===== src/rtl/ptf_pkg.sv =====
// Shared types, codes, constants and the power-to-delay table for the triac firing block.
package ptf_pkg;

  localparam int POWER_W  = 12;
  localparam int TIMER_W  = 16;
  localparam int CMP_W    = 15;
  localparam int TSC_W    = 20;
  localparam int PULSE_W  = 8;
  localparam int SUM_W    = 23;
  localparam int FREQ_W   = 14;
  localparam int CFG_IDX_W = 2;
  localparam int CFG_DAT_W = 20;

  localparam int CROSSINGS_DEFAULT = 100;
  localparam logic [POWER_W-1:0] FULL_POWER = 12'd2048;

  localparam logic [TSC_W-1:0]   ALIVE_RESET = 20'd600000;
  localparam logic [PULSE_W-1:0] PULSE_RESET = 8'd8;
  localparam logic [TSC_W-1:0]   TSC_MAX     = {TSC_W{1'b1}};

  // period_sum / 400 = (period_sum >> 4) / 25, exact by reciprocal over the 19-bit range
  localparam int FREQ_PRE_SHIFT = 4;
  localparam int FREQ_Y_W       = SUM_W - FREQ_PRE_SHIFT;
  localparam int FREQ_RECIP_W   = 20;
  localparam logic [FREQ_RECIP_W-1:0] FREQ_RECIP = 20'd671089;
  localparam int FREQ_SHIFT     = 24;
  localparam int FREQ_PROD_W    = FREQ_Y_W + FREQ_RECIP_W;
  localparam int FREQ_Q_W       = FREQ_PROD_W - FREQ_SHIFT;
  localparam logic [FREQ_W-1:0] FREQ_MAX = {FREQ_W{1'b1}};

  localparam logic [1:0] OP_TICK  = 2'd0;
  localparam logic [1:0] OP_CROSS = 2'd1;
  localparam logic [1:0] OP_POWER = 2'd2;

  localparam logic [1:0] MODE_OFF   = 2'd0;
  localparam logic [1:0] MODE_PHASE = 2'd1;
  localparam logic [1:0] MODE_FULL  = 2'd2;

  localparam logic [CFG_IDX_W-1:0] REG_ALIVE_TIMEOUT = 2'd0;
  localparam logic [CFG_IDX_W-1:0] REG_GATE_PULSE    = 2'd1;

  typedef struct packed {
    logic             gate;
    logic             net_alive;
    logic [SUM_W-1:0] period_sum;
  } ptf_res_t;

  function automatic logic [CMP_W-1:0] power_to_delay(input logic [POWER_W-1:0] p);
    logic [CMP_W-1:0] base;
    logic [13:0]      slope;
    logic [21:0]      prod;
    case (p[10:8])
      3'd0: begin base = 15'd17300; slope = 14'd10791; end
      3'd1: begin base = 15'd14602; slope = 14'd9148;  end
      3'd2: begin base = 15'd12314; slope = 14'd6109;  end
      3'd3: begin base = 15'd10786; slope = 14'd2144;  end
      3'd4: begin base = 15'd10250; slope = 14'd2146;  end
      3'd5: begin base = 15'd9713;  slope = 14'd6111;  end
      3'd6: begin base = 15'd8185;  slope = 14'd9148;  end
      default: begin base = 15'd5897; slope = 14'd10787; end
    endcase
    prod = {8'b0000_0000, slope} * {14'b0, p[7:0]};
    power_to_delay = base - {3'b000, prod[21:10]};
  endfunction

endpackage


===== src/rtl/ptf_core.sv =====
// Controller state update per input word and first result register stage.
module ptf_core #(
  parameter int CROSSINGS_PER_AVERAGE = ptf_pkg::CROSSINGS_DEFAULT
) (
  input  logic                          clk,
  input  logic                          rst_n,
  input  logic                          in_valid,
  output logic                          in_ready,
  input  logic [1:0]                    in_op,
  input  logic [ptf_pkg::POWER_W-1:0]   in_power,
  input  logic                          cfg_valid,
  input  logic [ptf_pkg::CFG_IDX_W-1:0] cfg_index,
  input  logic [ptf_pkg::CFG_DAT_W-1:0] cfg_data,
  input  logic                          s2_ready,
  output logic                          s1_valid,
  output ptf_pkg::ptf_res_t             s1_res
);
  import ptf_pkg::*;

  localparam int CNT_W = $clog2(CROSSINGS_PER_AVERAGE);
  localparam logic [CNT_W:0] CNT_END = (CNT_W+1)'(CROSSINGS_PER_AVERAGE);

  logic [TSC_W-1:0]   alive_timeout_r;
  logic [PULSE_W-1:0] gate_pulse_r;
  logic [TIMER_W-1:0] timer_r, timer_nxt;
  logic [CMP_W-1:0]   cmp_r, cmp_nxt;
  logic [1:0]         mode_r, mode_nxt;
  logic [CNT_W-1:0]   cnt_r, cnt_nxt;
  logic [CNT_W:0]     cnt_inc;
  logic [SUM_W-1:0]   acc_r, acc_nxt, acc_sum;
  logic [SUM_W-1:0]   latched_r, latched_nxt;
  logic [TSC_W-1:0]   tsc_r, tsc_nxt;
  logic [PULSE_W-1:0] pulse_r, pulse_nxt;
  logic               valid_r;
  ptf_res_t           res_r, res_nxt;
  logic               accept;

  assign in_ready = !valid_r || s2_ready;
  assign accept   = in_valid && in_ready;
  assign s1_valid = valid_r;
  assign s1_res   = res_r;

  assign cnt_inc = {1'b0, cnt_r} + (CNT_W+1)'(1);
  assign acc_sum = acc_r + {{(SUM_W-TIMER_W){1'b0}}, timer_r};

  always_comb begin
    timer_nxt   = timer_r;
    cmp_nxt     = cmp_r;
    mode_nxt    = mode_r;
    cnt_nxt     = cnt_r;
    acc_nxt     = acc_r;
    latched_nxt = latched_r;
    tsc_nxt     = tsc_r;
    pulse_nxt   = pulse_r;
    case (in_op)
      OP_TICK: begin
        if (pulse_r != '0) pulse_nxt = pulse_r - PULSE_W'(1);
        timer_nxt = timer_r + TIMER_W'(1);
        if (mode_r == MODE_PHASE && timer_nxt == {1'b0, cmp_r}) pulse_nxt = gate_pulse_r;
        if (tsc_r != TSC_MAX) tsc_nxt = tsc_r + TSC_W'(1);
      end
      OP_CROSS: begin
        timer_nxt = '0;
        tsc_nxt   = '0;
        if (cnt_inc == CNT_END) begin
          cnt_nxt     = '0;
          latched_nxt = acc_sum;
          acc_nxt     = '0;
        end else begin
          cnt_nxt = cnt_inc[CNT_W-1:0];
          acc_nxt = acc_sum;
        end
      end
      OP_POWER: begin
        if (in_power == '0) begin
          mode_nxt  = MODE_OFF;
          pulse_nxt = '0;
        end else if (in_power >= FULL_POWER) begin
          mode_nxt  = MODE_FULL;
          pulse_nxt = '0;
        end else begin
          mode_nxt = MODE_PHASE;
          cmp_nxt  = power_to_delay(in_power);
        end
      end
      default: begin
      end
    endcase
    res_nxt.gate       = (mode_nxt == MODE_FULL) || (mode_nxt == MODE_PHASE && pulse_nxt != '0);
    res_nxt.net_alive  = tsc_nxt < alive_timeout_r;
    res_nxt.period_sum = latched_nxt;
  end

  always_ff @(posedge clk) begin
    if (!rst_n) begin
      alive_timeout_r <= ALIVE_RESET;
      gate_pulse_r    <= PULSE_RESET;
    end else if (cfg_valid) begin
      if (cfg_index == REG_ALIVE_TIMEOUT) alive_timeout_r <= cfg_data;
      else if (cfg_index == REG_GATE_PULSE) gate_pulse_r <= cfg_data[PULSE_W-1:0];
    end
  end

  always_ff @(posedge clk) begin
    if (!rst_n) begin
      timer_r   <= '0;
      cmp_r     <= '0;
      mode_r    <= MODE_OFF;
      cnt_r     <= '0;
      acc_r     <= '0;
      latched_r <= '0;
      tsc_r     <= ALIVE_RESET;
      pulse_r   <= '0;
      valid_r   <= 1'b0;
    end else begin
      if (accept) begin
        timer_r   <= timer_nxt;
        cmp_r     <= cmp_nxt;
        mode_r    <= mode_nxt;
        cnt_r     <= cnt_nxt;
        acc_r     <= acc_nxt;
        latched_r <= latched_nxt;
        tsc_r     <= tsc_nxt;
        pulse_r   <= pulse_nxt;
        valid_r   <= 1'b1;
      end else if (s2_ready) begin
        valid_r <= 1'b0;
      end
    end
  end

  always_ff @(posedge clk) begin
    if (accept) res_r <= res_nxt;
  end

endmodule


===== src/rtl/ptf_freq.sv =====
// Output register stage: frequency from the latched period sum by reciprocal multiply.
module ptf_freq (
  input  logic                        clk,
  input  logic                        rst_n,
  input  logic                        s1_valid,
  input  ptf_pkg::ptf_res_t           s1_res,
  output logic                        s2_ready,
  output logic                        out_valid,
  input  logic                        out_ready,
  output logic                        out_gate,
  output logic                        out_net_alive,
  output logic [ptf_pkg::SUM_W-1:0]   out_period_sum,
  output logic [ptf_pkg::FREQ_W-1:0]  out_net_freq_centihz
);
  import ptf_pkg::*;

  logic [FREQ_Y_W-1:0]    y;
  logic [FREQ_PROD_W-1:0] prod;
  logic [FREQ_Q_W-1:0]    quot;
  logic [FREQ_W-1:0]      freq_nxt;
  logic                   valid_r;
  ptf_res_t               res_r;
  logic [FREQ_W-1:0]      freq_r;

  assign y        = s1_res.period_sum[SUM_W-1:FREQ_PRE_SHIFT];
  assign prod     = {{FREQ_RECIP_W{1'b0}}, y} * {{FREQ_Y_W{1'b0}}, FREQ_RECIP};
  assign quot     = prod[FREQ_PROD_W-1:FREQ_SHIFT];
  assign freq_nxt = (quot > FREQ_Q_W'(FREQ_MAX)) ? FREQ_MAX : quot[FREQ_W-1:0];

  assign s2_ready = !valid_r || out_ready;

  always_ff @(posedge clk) begin
    if (!rst_n) begin
      valid_r <= 1'b0;
    end else if (s2_ready) begin
      valid_r <= s1_valid;
    end
  end

  always_ff @(posedge clk) begin
    if (s2_ready && s1_valid) begin
      res_r  <= s1_res;
      freq_r <= freq_nxt;
    end
  end

  assign out_valid            = valid_r;
  assign out_gate             = res_r.gate;
  assign out_net_alive        = res_r.net_alive;
  assign out_period_sum       = res_r.period_sum;
  assign out_net_freq_centihz = freq_r;

endmodule


===== src/rtl/phase_angle_triac_firing.sv =====
// Top level of the phase-angle triac firing controller.
// Input words are registered in the core stage, then in the frequency output stage.
// Throughput: one word per cycle unless out_ready stalls; state update closes in
// the first stage, the divide-by-400 reciprocal multiply sits in the second.
// Reset (synchronous, rst_n low): gate off, tick timer and sums zero, mains reads
// dead, registers back to 600000 and 8 ticks.
module phase_angle_triac_firing #(
  parameter int CROSSINGS_PER_AVERAGE = ptf_pkg::CROSSINGS_DEFAULT
) (
  input  logic                          clk,
  input  logic                          rst_n,
  input  logic                          in_valid,
  output logic                          in_ready,
  input  logic [1:0]                    in_op,
  input  logic [ptf_pkg::POWER_W-1:0]   in_power,
  output logic                          out_valid,
  input  logic                          out_ready,
  output logic                          out_gate,
  output logic                          out_net_alive,
  output logic [ptf_pkg::SUM_W-1:0]     out_period_sum,
  output logic [ptf_pkg::FREQ_W-1:0]    out_net_freq_centihz,
  input  logic                          cfg_valid,
  output logic                          cfg_ready,
  input  logic [ptf_pkg::CFG_IDX_W-1:0] cfg_index,
  input  logic [ptf_pkg::CFG_DAT_W-1:0] cfg_data
);
  import ptf_pkg::*;

  logic     s1_valid;
  logic     s2_ready;
  ptf_res_t s1_res;

  assign cfg_ready = 1'b1;

  ptf_core #(
    .CROSSINGS_PER_AVERAGE(CROSSINGS_PER_AVERAGE)
  ) u_core (
    .clk      (clk),
    .rst_n    (rst_n),
    .in_valid (in_valid),
    .in_ready (in_ready),
    .in_op    (in_op),
    .in_power (in_power),
    .cfg_valid(cfg_valid && cfg_ready),
    .cfg_index(cfg_index),
    .cfg_data (cfg_data),
    .s2_ready (s2_ready),
    .s1_valid (s1_valid),
    .s1_res   (s1_res)
  );

  ptf_freq u_freq (
    .clk                 (clk),
    .rst_n               (rst_n),
    .s1_valid            (s1_valid),
    .s1_res              (s1_res),
    .s2_ready            (s2_ready),
    .out_valid           (out_valid),
    .out_ready           (out_ready),
    .out_gate            (out_gate),
    .out_net_alive       (out_net_alive),
    .out_period_sum      (out_period_sum),
    .out_net_freq_centihz(out_net_freq_centihz)
  );

  a_full_on: assert property (@(posedge clk) disable iff (!rst_n)
    in_valid && in_ready && in_op == OP_POWER && in_power >= FULL_POWER |=> s1_res.gate)
    else $error("full power did not drive gate high");

  a_off: assert property (@(posedge clk) disable iff (!rst_n)
    in_valid && in_ready && in_op == OP_POWER && in_power == '0 |=> !s1_res.gate)
    else $error("zero power left gate high");

  a_stall: assert property (@(posedge clk) disable iff (!rst_n)
    !in_ready |-> s1_valid && out_valid && !out_ready)
    else $error("input stalled with room in the pipeline");

  a_freq: assert property (@(posedge clk) disable iff (!rst_n)
    out_valid && out_net_freq_centihz != '0 |-> out_period_sum >= SUM_W'(400))
    else $error("frequency nonzero with period sum below one count");

endmodule

===== config.mk =====
export PLATFORM = sky130hd
export DESIGN_NAME = phase_angle_triac_firing
export DESIGN_NICKNAME = d
export VERILOG_FILES = /design/src/rtl/ptf_pkg.sv /design/src/rtl/ptf_core.sv /design/src/rtl/ptf_freq.sv /design/src/rtl/phase_angle_triac_firing.sv
export SDC_FILE = /design/constraint.sdc
export NUM_CORES = 1
export LEC_CHECK = 0
export ABC_AREA = 0
export BUFFER_PORTS_ARGS = -buffer_cell sky130_fd_sc_hd__buf_2
export CORE_ASPECT_RATIO = 1.5
export CORE_UTILIZATION = 30
export CTS_CLUSTER_SIZE = 40
export DETAILED_ROUTE_END_ITERATION = 16
export SETUP_SLACK_MARGIN = 0.02
export SYNTH_ARGS = -nofsm -noshare
export SYNTH_HDL_FRONTEND = slang
export SYNTH_HIERARCHICAL = 1
export SYNTH_SLANG_ARGS = --single-unit

===== constraint.sdc =====
create_clock -name clk -period 6.8 [get_ports clk]
set_input_delay 0.34 -clock clk [delete_from_list [all_inputs] [get_ports clk]]
set_output_delay 0.34 -clock clk [all_outputs]
set_load 0.01 [all_outputs]

Word level (Yosys, flattened, before mapping) --
Index checks and enable logic that the tools add are counted. W data, S select, Z words.
Storage, ports and cells: ROM bits 0, latch bits 0, input port bits 41, memories 0, register bits after elaboration 208, memory bits (writable) 0
Operators by class: $mul 2, muxes and demuxes 25, reduce and logical (&&, ||, !) cells 23, eq/ne operators 15, add/subtract/negate cells 6, bitwise logic cells 3, div/mod/pow operators 0, shift operators 0, $lt $le $gt $ge 3
Operators with widths (number):
- $pmux W15 S7 | 1
- $pmux W14 S6 | 1
- $mux W23 | 3
- $mux W15 | 3
- $mux W14 | 3
- $pmux W20 S2 | 1
- $mul A19 B20 Y39 const B | 1
- $mux W8 | 4
- $pmux W16 S2 | 1
- $add A23 B16 Y23 | 1
- $mul A14 B8 Y22 | 1
- $add A20 B1 Y20 const B | 1
- $lt A20 B20 Y1 | 1
- $mux W20 | 1
- $ne A20 B20 Y1 const B | 1
- $add A16 B1 Y16 const B | 1
- $eq A16 B15 Y1 | 1
- $pmux W8 S2 | 1
- $reduce_bool A8 Y1 | 2
- $gt A15 B14 Y1 const B | 1
- $sub A15 B12 Y15 | 1
- $ge A12 B12 Y1 const B | 1
- $logic_not A12 Y1 | 1
- $eq A3 B3 Y1 const B | 3
- other kinds (21) | 41

Longest topological paths before layout --
Gate-level depths: netlist of run 1.
depth after elaboration 8, depth in mapped cells 36, gate-level depth less buffers 34

By module --
Netlist of run 1, hierarchy kept.
By module, submodules not included:
- ptf_core | sequential area each 3613.5 um2, instances 1, cells each 1625, area each 13015.0 um2
- ptf_freq | sequential area each 1191.1 um2, instances 1, cells each 730, area each 7609.8 um2
- phase_angle_triac_firing | sequential area each 0.0 um2, instances 1, cells each 2, area each 11.3 um2

Least setup slack after synthesis of run 1 --
Ideal clock, no wire load.
kind input to register, from input in_power[8] (netlist name), to register u_core.cmp_r[12], library setup time 0.128 ns, arrival time 7.268 ns, stages 35, path slack -0.595 ns, data required time 6.672 ns, cell sequence clkbuf_1 > inv_1 > ha_1 > a211oi_1 > nor2b_1 > clkbuf_1 > nand2_1 > inv_1 > fa_1 > fa_1 > inv_1 > fa_1 > inv_1 > fa_1 > ha_1 > o21a_1 > o21a_1 > o21a_1 > o211ai_1 > nor2b_1 > nor2b_1 > nor2_1 > xor2_1 > inv_1 > fa_1 > nor2b_1 > o21ai_0 > a21boi_0 > o21ai_0 > a21boi_0 > o21bai_1 > a31oi_1 > xnor2_1 > mux2i_1 > nor2_1
On the way: word-level cells in the longest chain between the ends 8
Ends and longest elaborated chain:
- start, declared | line phase_angle_triac_firing.sv:15 | input logic [ptf_pkg::POWER_W-1:0] in_power,
- $eq A3 B1 Y1 / $eq A3 B3 Y1 (equally long branches) | line ptf_pkg.sv:52 | case (p[10:8])
- $reduce_or A2 Y1 (no line)
- $pmux W14 S6 | line ptf_pkg.sv:52
- $mux W14 | line ptf_core.sv:78 | end else if (in_power >= FULL_POWER) begin
- $mux W14 | line ptf_core.sv:75 | if (in_power == '0) begin
- $mux W14 | line ptf_core.sv:55 | case (in_op)
- $mul A14 B8 Y22 | line ptf_pkg.sv:62 | prod = {8'b0000_0000, slope} * {14'b0, p[7:0]};
- $sub A15 B12 Y15 | line ptf_pkg.sv:63 | power_to_delay = base - {3'b000, prod[21:10]};
- end signal, assigned | line ptf_core.sv:118 | cmp_r <= cmp_nxt;
- end, declared | line ptf_core.sv:26 | logic [CMP_W-1:0] cmp_r, cmp_nxt;
Parallel ways exist; a longest one is shown, timed or not. The select of a mux whose other input is x is not followed. A chain may end at the register's enable or synchronous reset.

Worst setup path in the final report of run 1 --
from register u_core.res_r, in the netlist u_core/s1_res[14], to register u_freq.freq_r[12], in the netlist u_freq/out_net_freq_centihz[12] (data pin)
On the way: word-level cells in the longest chain between the ends 2
Ends and longest elaborated chain:
- start, declared | line ptf_core.sv:35 | ptf_res_t res_r, res_nxt;
- start signal, assigned | line ptf_core.sv:133 | if (accept) res_r <= res_nxt;
- $mul A19 B20 Y39 (*) | line ptf_freq.sv:26 | assign prod = {{FREQ_RECIP_W{1'b0}}, y} * {{FREQ_Y_W{1'b0}}, FREQ_RECIP};
- $gt A15 B14 Y1 | line ptf_freq.sv:28 | assign freq_nxt = (quot > FREQ_Q_W'(FREQ_MAX)) ? FREQ_MAX : quot[FREQ_W-1:0];
- end signal, assigned | line ptf_freq.sv:43 | freq_r <= freq_nxt;
- end, declared | line ptf_freq.sv:23 | logic [FREQ_W-1:0] freq_r;
Mark *: on every way between the ends. The rest lies on a longest branch, timed or not.

==> summary.md, run 1 <==
| Metric | Value |
|---|---|
| Placed Instances | 3,333 |
| Fmax | 0.153 GHz |
| Final min period | 6.55 ns |
| Post-DP HPWL | 40.9 mm |
| Crit. End Element | flip-flop |
| Commonest non-fill, non-tap cell in the layout | inv_1 |
| CTS tree | done |
| Ranking of synthesized cells by area | fa_1 (19%), ha_1 (16%), dfxtp_1 (14%) |
| Routed len/inst | 15.1 um |
| Final Cycle Share | 0.963 |
| Final Hold Fails | 0 |
| Placed Area | 22,500 sq um |
| Post-Layout Cell Count | 3,387 |
| Status | finished clean |
| CTS Buf Count | 22 |
| Routability cong. | 0.891 |
| Total gr overflow | 0 |
| Count of pins over their slew limit | 0 |
| First-pass GRT wire length | 83.4 mm |
| Post-route ant nets | 0 |
| Post-synthesis register bit count | 208 |
| GR peak layer | met2 |
| Mapped Area | 20,600 sq um |
| Max IR drop VDD | 243 uV |
| Syn_nets | 2,851 |
| Lkg Pwr | 11.0 nW |
| H-Tree Depth | 1 |
| Place WS | -0.181 ns |
| Clock Path Buffers | 3 |
| Die ar. | 69,900 sq um |
| Measured slew at the worst slew-check pin | 1.01 ns |
| Core Area | 67,900 sq um |
| Pwr Total | 0.00727 W |
| Overall Global Routing Usage | 0.148 |
| Vias per cell | 4.77 |
| Antenna violations before repair | 1 |
| Number of global-route vias before repair | 16,600 |
| Die X | 216 um |
| Register area share after synthesis | 0.233 |
| Worst EP arrival | 6.85 ns |
| Top-area cell type share of the netlist area | 0.188 |
| Clk_skew | 0.0258 ns |
| Ys flop type | dfxtp_1 |
| Cell variety after synth | 83 |
| Number of diodes | 0 |
| Yosys warning count | 6 |
| M1 GR Usage | 0.158 |
| WS Path Type | reg -> reg |
| DIE HEIGHT | 323 um |
| Worst EP required | 7.10 ns |
| Initial drt markers | 706 |
| Commonest non-fill, non-tap cells in the layout | inv_1 (390), ha_1 (258), nand2_1 (241), fa_1 (194), nor2_1 (178) |
| Crit start category | flip-flop |
| Root Buffer | clkbuf_16 |
| Clk sinks | 208 |
| Largest area contributor in the netlist | fa_1 |
| Total of max-cap violations | 0 |
| Hold Path Class | in -> reg |
| Final nets | 2,973 |
| Ys async rst share | 0 |
| Final setup viols | 0 |
| Final wirelength | 51.1 mm |
| Cells after synthesis | 2,357 |
| Slew HR | 0.324 |
| Final Cell Area | 23,400 sq um |
| Post-route DRC | 0 |
| Worst-path maximum fanout | 14 |
| I/O pin cnt | 83 |
| Global-route met2 utilization | 0.296 |
| Syn avg cell area | 8.76 sq um |
| Row cnt | 117 |
| EDFF count, synth | 64 |
| Final setup margin | 0.250 ns |
| Clk_lat worst skew | 0.57 ns |
| Final core occ | 0.344 |
| Starting density of the core | 0.304 |
| Fraction of layout cells with a size suffix above 1 | 0.0954 |
| Unrepaired setup endpoints after global routing | no |
| Clock transition at path regs | 0.06 ns |
| Pwr/cell area | 311 nW/um^2 |
| 1st-pass router iterations | 5 |
| P&R area growth vs syn | 13.4% |
| Port bufs | 81 |
| Via count | 16,200 |
| M3 GR Usage | 0.0122 |
| Largest net degree at the start of global routing | 84 |
## critical path, cell delays in order (launching register included)
cell	delay, ns
edfxtp_1	0.74
fa_1	0.58
fa_1	0.60
fa_1	0.45
fa_1	0.53
fa_1	0.54
inv_1	0.05
fa_1	0.53
inv_1	0.04
ha_1	0.31
nand2_1	0.14
nor4_1	0.06
buf_4	0.14
a31oi_1	0.55
nand3_1	0.15
o21ai_1	0.26
a31oi_1	0.14
xnor2_1	0.15
buf_4	0.21
o21ai_0	0.12
## logic make-up after synthesis
group,share of synthesized area
AOI/OAI and AO/OA,0.129
DFF,0.233
xor gates and xnor gates,0.0382
and+or+nand+nor,0.158
other,0.000182
muxes,0.00885
buffers and inverters,0.0872
adders and majority gates,0.345
## Yosys cell counts, types with 10 or more instances
cell	number
inv_1	391
ha_1	259
nand2_1	242
fa_1	194
nor2_1	178
dfxtp_1	144
a21oi_1	126
o21ai_0	92
clkbuf_1	68
edfxtp_1	64
nand3_1	51
xnor2_1	47
xor2_1	43
and2_1	41
nor3_1	39
nor2b_1	35
nand4_1	22
a22oi_1	20
a31oi_1	19
nand2b_1	19
a211oi_1	18
a21o_1	18
o211ai_1	17
o21a_1	17
and3_1	16
mux2i_1	16
nor4_1	11
o31ai_1	10
## registers in the layout (all words and copies together), names as in the netlist
register,cells
u_core/timer_r,16
u_core/mode_r,2
u_core/cnt_r,7
u_freq/out_valid,1
u_core/acc_r,23
u_core/alive_timeout_r,20
u_core/tsc_r,20
u_core/s1_res,25
u_core/pulse_r,8
u_freq/out_gate,1
u_freq/out_period_sum,23
u_freq/out_net_freq_centihz,14
u_core/s1_valid,1
u_core/latched_r,23
u_core/cmp_r,15
u_freq/out_net_alive,1
u_core/gate_pulse_r,8
## routing by layer
layer,part of all wire,wire [um]
met4,0.035,1780
met2,0.55,28000
met1,0.39,19900
met5,0.00025,13
met3,0.027,1370
## through the flow
step | TNS [ns] | hold WS [ns]
floorplan | 0 | 0.400
detailed placement | -0.461 | 0.405
CTS | 0 | 0.0000918
finish | 0 | 0.0266
global route | 0 | 0.0209
global placement | -0.232 | 0.403
## final timing paths
kind,startpoint,end,slack [ns],depth (start not counted)
hold reg to reg,u_core/s1_res[2]$_DFFE_PP_,u_freq/out_period_sum[2]$_DFFE_PP_,0.42,0
hold / removal,cfg_data[12],u_core/alive_timeout_r[12]$_SDFFE_PN0P_,0.03,3
setup reg to reg,u_core/s1_res[14]$_DFFE_PP_,u_freq/out_net_freq_centihz[12]$_SDFFCE_PN1P_,0.25,19
setup / recovery,u_core/s1_res[14]$_DFFE_PP_,u_freq/out_net_freq_centihz[12]$_SDFFCE_PN1P_,0.25,19
## layout make-up
class / instances / area [sq um]
flip-flops and latches: 208 / 4800
multi-input cells: 1678 / 14100
clock inverters: 14 / 204
repair buffers: 176 / 1150
inverters: 393 / 1480
clock buffers: 26 / 566
well taps: 892 / 1120
fillers: 7117 / 44500
## power by group
part,switching (W),internal [W],total [W]
Combinational,0.00248,0.00201,0.00450
Clock,0.000553,0.000758,0.00131
Sequential,0.0000490,0.00141,0.00146
## timing repair
item | CTS | global route
setup endpoints to repair | 0 | 3
resized for setup | 0 | 3
setup buffers | 0 | 1
hold endpoints to repair | 14 | 0
hold buffers | 13 | 0
Power figures use the tool's default switching activity.
==> run 2: changes to the inputs <==
- SYNTH_HIERARCHICAL: 1 -> default
- clock period: 6.8 -> 6.6 ns (I/O delays scaled with it)
==> run 2 against run 1 <==
Hold slack worse by 0.0029 ns. Cell count down 1.9%. Synthesized area decreased by 2.4%. Synthesized cell count decreased by 5.0%. Maximum frequency increased by 3.8%. Non-clock buffer count is 65 higher. Clock power hardly changed. Core utilization up 1.0 points. Design area increased by 1.0%. Largest power group unchanged. Highest routed layer unchanged.
==> summary.md, run 2 <==
| Metric | Value |
|---|---|
| Status | finished clean (unchanged) |
| Root Buffer | clkbuf_16 (unchanged) |
| DIE HEIGHT | 319 um (was 323 um) |
| Final Cycle Share | 0.956 (was 0.963) |
| Fin Setup TNS | 0 ns (unchanged) |
| H-Tree Depth | 1 (unchanged) |
| Ys async rst share | 0 (unchanged) |
| P&R area growth vs syn | 17.4% (was 13.4%) |
| Syn_nets | 2,732 (was 2,851) |
| Post-Layout Cell Count | 3,324 (was 3,387) |
| Cells after synthesis | 2,238 (was 2,357) |
| Final wirelength | 49.4 mm (was 51.1 mm) |
| Most frequent cell on the critical path | fa_1 (unchanged) |
| Fmax | 0.158 GHz (was 0.153 GHz) |
| Die X | 214 um (was 216 um) |
| Number of diodes | 0 (unchanged) |
| Vias per cell | 4.73 (was 4.77) |
| Crit. End Element | flip-flop (unchanged) |
| Final core occ | 0.355 (was 0.344) |
| Hold Path Class | in -> reg (unchanged) |
| Port bufs | 81 (unchanged) |
| Worst EP arrival | 6.62 ns (was 6.85 ns) |
| Core Area | 66,600 sq um (was 67,900 sq um) |
| Final setup viols | 0 (unchanged) |
| Post-synthesis register bit count | 208 (unchanged) |
| Commonest non-fill, non-tap cells in the layout | inv_1 (317), ha_1 (251), nand2_1 (206), fa_1 (192), nor2_1 (178) (was inv_1 (390), ha_1 (258), nand2_1 (241), fa_1 (194), nor2_1 (178)) |
| Post-route ant nets | 0 (unchanged) |
| Max IR drop VDD | 206 uV (was 243 uV) |
| Post-DP HPWL | 39.8 mm (was 40.9 mm) |
| Max reg flops | 25 (unchanged) |
| CTS Buf Count | 23 (was 22) |
| Critical-path top delay cell | fa_2 (was edfxtp_1) |
| Count leader, synth | inv_1 (unchanged) |
| Cell family with the largest share of critical-path delay | adder cells (unchanged) |
| Fraction of layout cells with a size suffix above 1 | 0.140 (was 0.0954) |
| Final setup margin | 0.290 ns (was 0.250 ns) |
| EDFF count, synth | 64 (unchanged) |
| Pwr/cell area | 313 nW/um^2 (was 311 nW/um^2) |
| Largest area contributor in the netlist | fa_1 (unchanged) |
| Cell variety after synth | 75 (was 83) |
| Final nets | 2,917 (was 2,973) |
| Ranking of synthesized cells by area | fa_1 (19%), ha_1 (16%), dfxtp_1 (14%) (unchanged) |
| Final min period | 6.31 ns (was 6.55 ns) |
| First-pass GRT wire length | 80.5 mm (was 83.4 mm) |
| WHS | 0.0237 ns (was 0.0266 ns) |
| Worst path cell trace | fa_2 > inv_1 > fa_1 > inv_1 > fa_1 > inv_1 > fa_1 > inv_1 > fa_1 > fa_1 > ha_4 > a21oi_1 > o21ai_1 > a221oi_2 > buf_4 > o22ai_1 > a21oi_2 > a31o_2 > nor2b_2 > a311oi_2 > xor2_1 > buf_4 > buf_4 > nand2_1 (was fa_1 > fa_1 > fa_1 > fa_1 > fa_1 > inv_1 > fa_1 > inv_1 > ha_1 > nand2_1 > nor4_1 > buf_4 > a31oi_1 > nand3_1 > o21ai_1 > a31oi_1 > xnor2_1 > buf_4 > o21ai_0) |
| Max incr delay on CP | 0.60 ns (was 0.74 ns) |
| Total gr overflow | 0 (unchanged) |
| Starting density of the core | 0.302 (was 0.304) |
| Clock transition at path regs | 0.06 ns (about the same) |
| Clk sinks | 208 (unchanged) |
| Final Hold Fails | 0 (unchanged) |
| Clock Path Buffers | 3 (unchanged) |
| Placed Instances | 3,261 (was 3,333) |
| Place WS | -0.444 ns (was -0.181 ns) |
| Measured slew at the worst slew-check pin | 0.953 ns (was 1.01 ns) |
| Yosys warning count | 0 (was 6) |
| Slew HR | 0.362 (was 0.324) |
| 1st-pass router iterations | 5 (unchanged) |
| Initial drt markers | 639 (was 706) |
| Clk_skew | 0.0185 ns (was 0.0258 ns) |
| Crit start category | flip-flop (unchanged) |
| Synth cell count leaders | inv_1 (322), ha_1 (258), nand2_1 (209) (was inv_1 (391), ha_1 (259), nand2_1 (242)) |
| Commonest non-fill, non-tap cell in the layout | inv_1 (unchanged) |
| Register area share after synthesis | 0.239 (was 0.233) |
| Clk_lat worst skew | 0.56 ns (was 0.57 ns) |
| Overall Global Routing Usage | 0.148 (about the same) |
| Worst EP required | 6.91 ns (was 7.10 ns) |
| Syn avg cell area | 9.00 sq um (was 8.76 sq um) |
| WS Path Type | reg -> reg (unchanged) |
| Number of global-route vias before repair | 16,000 (was 16,600) |
| Routed len/inst | 14.9 um (was 15.1 um) |
| Lkg Pwr | 11.0 nW (about the same) |
| Die ar. | 68,200 sq um (was 69,900 sq um) |
| Mapped Area | 20,100 sq um (was 20,600 sq um) |
| CTS tree | done (unchanged) |
| I/O pin cnt | 83 (unchanged) |
| Worst-path maximum fanout | 4 (was 14) |
| Critical path buffers and inverters | 7 (was 4) |
| Post-route DRC | 0 (unchanged) |
| Via count | 15,700 (was 16,200) |
| Routability cong. | 0.922 (was 0.891) |
| Total of max-cap violations | 0 (unchanged) |
| Ys flop type | dfxtp_1 (unchanged) |
| Top-area cell type share of the netlist area | 0.194 (was 0.188) |
| Largest net degree at the start of global routing | 87 (was 84) |
| Filler instances | 6,804 (was 7,117) |
| Row cnt | 116 (was 117) |
| Antenna violations before repair | 3 (was 1) |
| Count of pins over their slew limit | 0 (unchanged) |
## run 2: metal layers
metal	global-route usage	share of wire
met5	0	0.00071
met4	0.0546	0.034
met2	0.292	0.56
met3	0.0141	0.024
met1	0.157	0.38
## run 2: path summary, 6_finish.rpt
| check | start | endpoint | slack (ns) | depth (start not counted) |
|---|---|---|---|---|
| worst min-delay path | cfg_data[11] | u_core.alive_timeout_r[11]$_SDFFE_PN0P_ | 0.02 | 3 |
| worst min register to register | u_core.s1_res[23]$_DFFE_PP_ | u_freq.out_net_alive$_DFFE_PP_ | 0.40 | 0 |
| worst max register to register | u_core.s1_res[12]$_DFFE_PP_ | u_freq.out_net_freq_centihz[10]$_SDFFCE_PN1P_ | 0.29 | 24 |
| worst max-delay path | u_core.s1_res[12]$_DFFE_PP_ | u_freq.out_net_freq_centihz[10]$_SDFFCE_PN1P_ | 0.29 | 24 |
## run 2: stage by stage
stage / total power [W] / cell area (sq um)
finish: 0.00741 / 23600
global placement: 0.00589 / 22500
detailed placement: 0.00593 / 22500
global route: 0.00815 / 23600
floorplan: 0.00466 / 20300
CTS: 0.00730 / 23400
## run 2: worst reg2reg max path: stages, from the launching register on
cell      delay (ns)
edfxtp_1        0.47
fa_2            0.60
inv_1           0.08
fa_1            0.50
inv_1           0.05
fa_1            0.52
inv_1           0.05
fa_1            0.48
inv_1           0.06
fa_1            0.49
fa_1            0.58
ha_4            0.22
a21oi_1         0.16
o21ai_1         0.11
a221oi_2        0.27
buf_4           0.17
o22ai_1         0.07
a21oi_2         0.16
a31o_2          0.19
nor2b_2         0.05
a311oi_2        0.26
xor2_1          0.22
buf_4           0.15
buf_4           0.10
nand2_1         0.04
## run 2: what timing repair did
action,in CTS,in global routing
resized for setup,1,39
pin swaps,0,43
buffers inserted,0,12
hold buffers,11,0
setup endpoints to repair,2,19
hold endpoints to repair,11,0
## run 2: logic make-up (layout without fill, tap and decap cells)
logic type	count (synthesis)	after routing	synth area share
xor+xnor	99	99	0.0431
mux	27	27	0.0137
other cells	1	1	0.000186
fa+ha+maj	454	454	0.355
flops	208	208	0.239
compound gates	379	379	0.117
simple gates	665	665	0.156
buf+inv	405	606	0.0768
## run 2: power by group
part | switching, W | internal [W] | total, W
Clock | 0.000575 | 0.000747 | 0.00132
Combinational | 0.00239 | 0.00218 | 0.00457
Sequential | 0.0000484 | 0.00147 | 0.00151
Total | 0.00301 | 0.00439 | 0.00741
## run 2: final cells by class
class	instances	area (sq um)	share of cell area
flip-flops and latches	208	4800	0.203
clock inverters	10	101	0.00429
well taps	885	1110	0.0468
multi-input cells	1625	14100	0.596
inverters	324	1230	0.0519
repair buffers	241	1660	0.0702
clock buffers	31	657	0.0278
==> run 3: changes to the inputs <==
--- a/config.mk
+++ b/config.mk
@@ -10,5 +10,5 @@
 export CORE_ASPECT_RATIO = 1.5
 export CORE_UTILIZATION = 30
-export CTS_CLUSTER_SIZE = 40
+export CTS_CLUSTER_SIZE = 14
 export DETAILED_ROUTE_END_ITERATION = 16
 export SETUP_SLACK_MARGIN = 0.02
==> constraint.sdc (replaced) <==
create_clock -name clk -period 6.6 [get_ports clk]
set_input_delay 0.66 -clock clk [delete_from_list [all_inputs] [get_ports clk]]
set_output_delay 0.66 -clock clk [all_outputs]
set_load 0.01 [all_outputs]
==> run 3 against run 2 <==
Power rose by 4.2%. Clock power is 6% lower. Clock-buffer cell count unchanged. Hold slack better by 0.33 ns. First-iteration DRC count shrank 14%. Wire length is 0.35% higher. Maximum frequency is 4.1% lower. Clock skew down 0.0037 ns. Cell count increased by 0.36%. Core utilization is 0.34 points higher. Sequential power about the same. Largest cell class unchanged.
==> summary.md, run 3 (synthesis gave the netlist of run 2 again) <==
| Metric | Value |
|---|---|
| Status | finished clean (unchanged) |
| Lkg Pwr | 11.1 nW (was 11.0 nW) |
| CTS tree | done (unchanged) |
| Crit. End Element | flip-flop (unchanged) |
| Die X | 214 um (unchanged) |
| Unrepaired setup endpoints after global routing | yes |
| Slew HR | 0.360 (was 0.362) |
| Number of global-route vias before repair | 16,100 (was 16,000) |
| Fraction of layout cells with a size suffix above 1 | 0.162 (was 0.140) |
| CTS Buf Count | 21 (was 23) |
| Commonest non-fill, non-tap cell in the layout | inv_1 (unchanged) |
| Placed Instances | 3,282 (was 3,261) |
| DIE HEIGHT | 319 um (unchanged) |
| 1st-pass router iterations | 5 (unchanged) |
| Root Buffer | clkbuf_16 (unchanged) |
| Routability cong. | 0.911 (was 0.922) |
| Total gr overflow | 0 (unchanged) |
| Final Hold Fails | 0 (unchanged) |
| Post-CTS Hold Buffers | 0 (was 11) |
| Clk_skew | 0.0148 ns (was 0.0185 ns) |
| Initial drt markers | 549 (was 639) |
| Combinational Power Share | 0.643 (was 0.617) |
| Final min period | 6.58 ns (was 6.31 ns) |
| Row cnt | 116 (unchanged) |
| Max reg flops | 25 (unchanged) |
| P&R area growth vs syn | 18.5% (was 17.4%) |
| H-Tree Depth | 1 (unchanged) |
| Crit start category | input port (was flip-flop) |
| I/O pin cnt | 83 (unchanged) |
| Pint | 0.00460 W (was 0.00439 W) |
| Clk_lat worst skew | 0.54 ns (was 0.56 ns) |
| Pwr Total | 0.00772 W (was 0.00741 W) |
| Port bufs | 81 (unchanged) |
| P_sw | 0.00312 W (was 0.00301 W) |
| First-pass GRT wire length | 80.5 mm (about the same) |
| Count of pins over their slew limit | 0 (unchanged) |
| Worst EP required | 6.98 ns (was 6.91 ns) |
| Die ar. | 68,200 sq um (unchanged) |
| Clock transition at path regs | 0.07 ns (was 0.06 ns) |
| Final Cycle Share | 0.997 (was 0.956) |
| Post-route DRC | 0 (unchanged) |
| Largest net degree at the start of global routing | 71 (was 87) |
| Final Cell Area | 23,900 sq um (was 23,600 sq um) |
| Seq pwr share | 0.196 (was 0.204) |
| Final setup viols | 0 (unchanged) |
| Most frequent cell on the critical path | fa_1 (unchanged) |
| Final core occ | 0.358 (was 0.355) |
| Antenna violations before repair | 2 (was 3) |
| Worst-path maximum fanout | 6 (was 4) |
| Post-route ant nets | 0 (unchanged) |
| Worst EP arrival | 6.96 ns (was 6.62 ns) |
| Clock power frac | 0.161 (was 0.178) |
| Final nets | 2,931 (was 2,917) |
| Clock Path Buffers | 3 (unchanged) |
| Vias per cell | 4.73 (about the same) |
| Final wirelength | 49.6 mm (was 49.4 mm) |
| Total of max-cap violations | 0 (unchanged) |
| Pwr/cell area | 323 nW/um^2 (was 313 nW/um^2) |
| Post-DP HPWL | 40.1 mm (was 39.8 mm) |
| Measured slew at the worst slew-check pin | 0.957 ns (was 0.953 ns) |
| Placed Area | 22,700 sq um (was 22,500 sq um) |
| Starting density of the core | 0.302 (unchanged) |
| Fmax | 0.152 GHz (was 0.158 GHz) |
| Post-Layout Cell Count | 3,336 (was 3,324) |
| Sw Ratio | 0.404 (was 0.407) |
| Number of diodes | 0 (unchanged) |
| Commonest non-fill, non-tap cells in the layout | inv_1 (312), ha_1 (244), nand2_1 (205), fa_1 (187), nor2_1 (175) (was inv_1 (317), ha_1 (251), nand2_1 (206), fa_1 (192), nor2_1 (178)) |
| Clk sinks | 208 (unchanged) |
| Max IR drop VDD | 305 uV (was 206 uV) |
| Hold Path Class | in -> reg (unchanged) |
| WS Path Type | in -> reg (was reg -> reg) |
| Routed len/inst | 14.9 um (about the same) |
| Via count | 15,800 (was 15,700) |
| Overall Global Routing Usage | 0.148 (about the same) |
| Core Area | 66,600 sq um (unchanged) |
| Max incr delay on CP | 0.52 ns (was 0.60 ns) |
| Critical-path top delay cell | fa_1 (was fa_2) |
==> run 3: repair_timing <==
item | CTS | global route
buffers inserted | 1 | 17
cloned | 0 | 0
resized for setup | 10 | 71
pin swaps | 23 | 50
endpoints found under the setup margin | 17 | 22
==> run 3: path summary, 6_finish.rpt <==
check,to,startpoint,slack [ns],depth (start not counted)
setup / recovery,u_core.cmp_r[13]$_SDFFE_PN0P_,in_power[9],0.02,32
hold / removal,u_core.alive_timeout_r[10]$_SDFFE_PN1P_,cfg_data[10],0.35,3
setup reg to reg,u_freq.out_net_freq_centihz[8]$_SDFFCE_PN1P_,u_core.s1_res[10]$_DFFE_PP_,0.28,25
hold reg to reg,u_freq.out_period_sum[3]$_DFFE_PP_,u_core.s1_res[3]$_DFFE_PP_,0.42,0
==> run 3: stage by stage <==
stage,hold slack (ns),TNS [ns],setup WS [ns]
final,0.354,0,0.0199
after global routing,0.345,-0.702,-0.197
after CTS,0.329,0,0.0211
after detailed placement,0.406,-7.02,-0.676
after global placement,0.405,-5.82,-0.608
after floorplan,0.400,-1.56,-0.411
==> run 3: area by class of cell <==
type,instances,area (sq um)
Clock inverter,6,62.6
Clock buffer,31,634
Tap cell,885,1110
Fill cell,6842,42800
Multi-Input combinational cell,1625,14300
Inverter,324,1230
Timing Repair Buffer,257,1770
Sequential cell,208,4800
==> run 3: power by group through the flow <==
stage	combinational (W)	clock, W	sequential [W]
after floorplan	0.00311	0	0.00156
after global placement	0.00441	0	0.00154
after detailed placement	0.00445	0	0.00154
after CTS	0.00452	0.00128	0.00151
after global routing	0.00562	0.00131	0.00152
final	0.00496	0.00124	0.00151
==> run 3: critical path: cells and delay by family <==
family / cells / cell delay [ns]
XOR/XNOR: 1 / 0.08
AO/OA/AOI/OAI: 10 / 1.45
buffers and inverters: 5 / 0.47
AND/OR/NAND/NOR: 10 / 2.02
adder cells (fa/ha/maj): 6 / 2.26
==> run 3: layer usage <==
layer | vias to the layer above | global-route usage | routed length [um]
li1 | 7849 | - | -
met1 | 7577 | 0.156 | 18700
met2 | 237 | 0.287 | 27200
met3 | 110 | 0.0161 | 1320
met4 | 4 | 0.0705 | 2370
met5 | - | 0 | 19
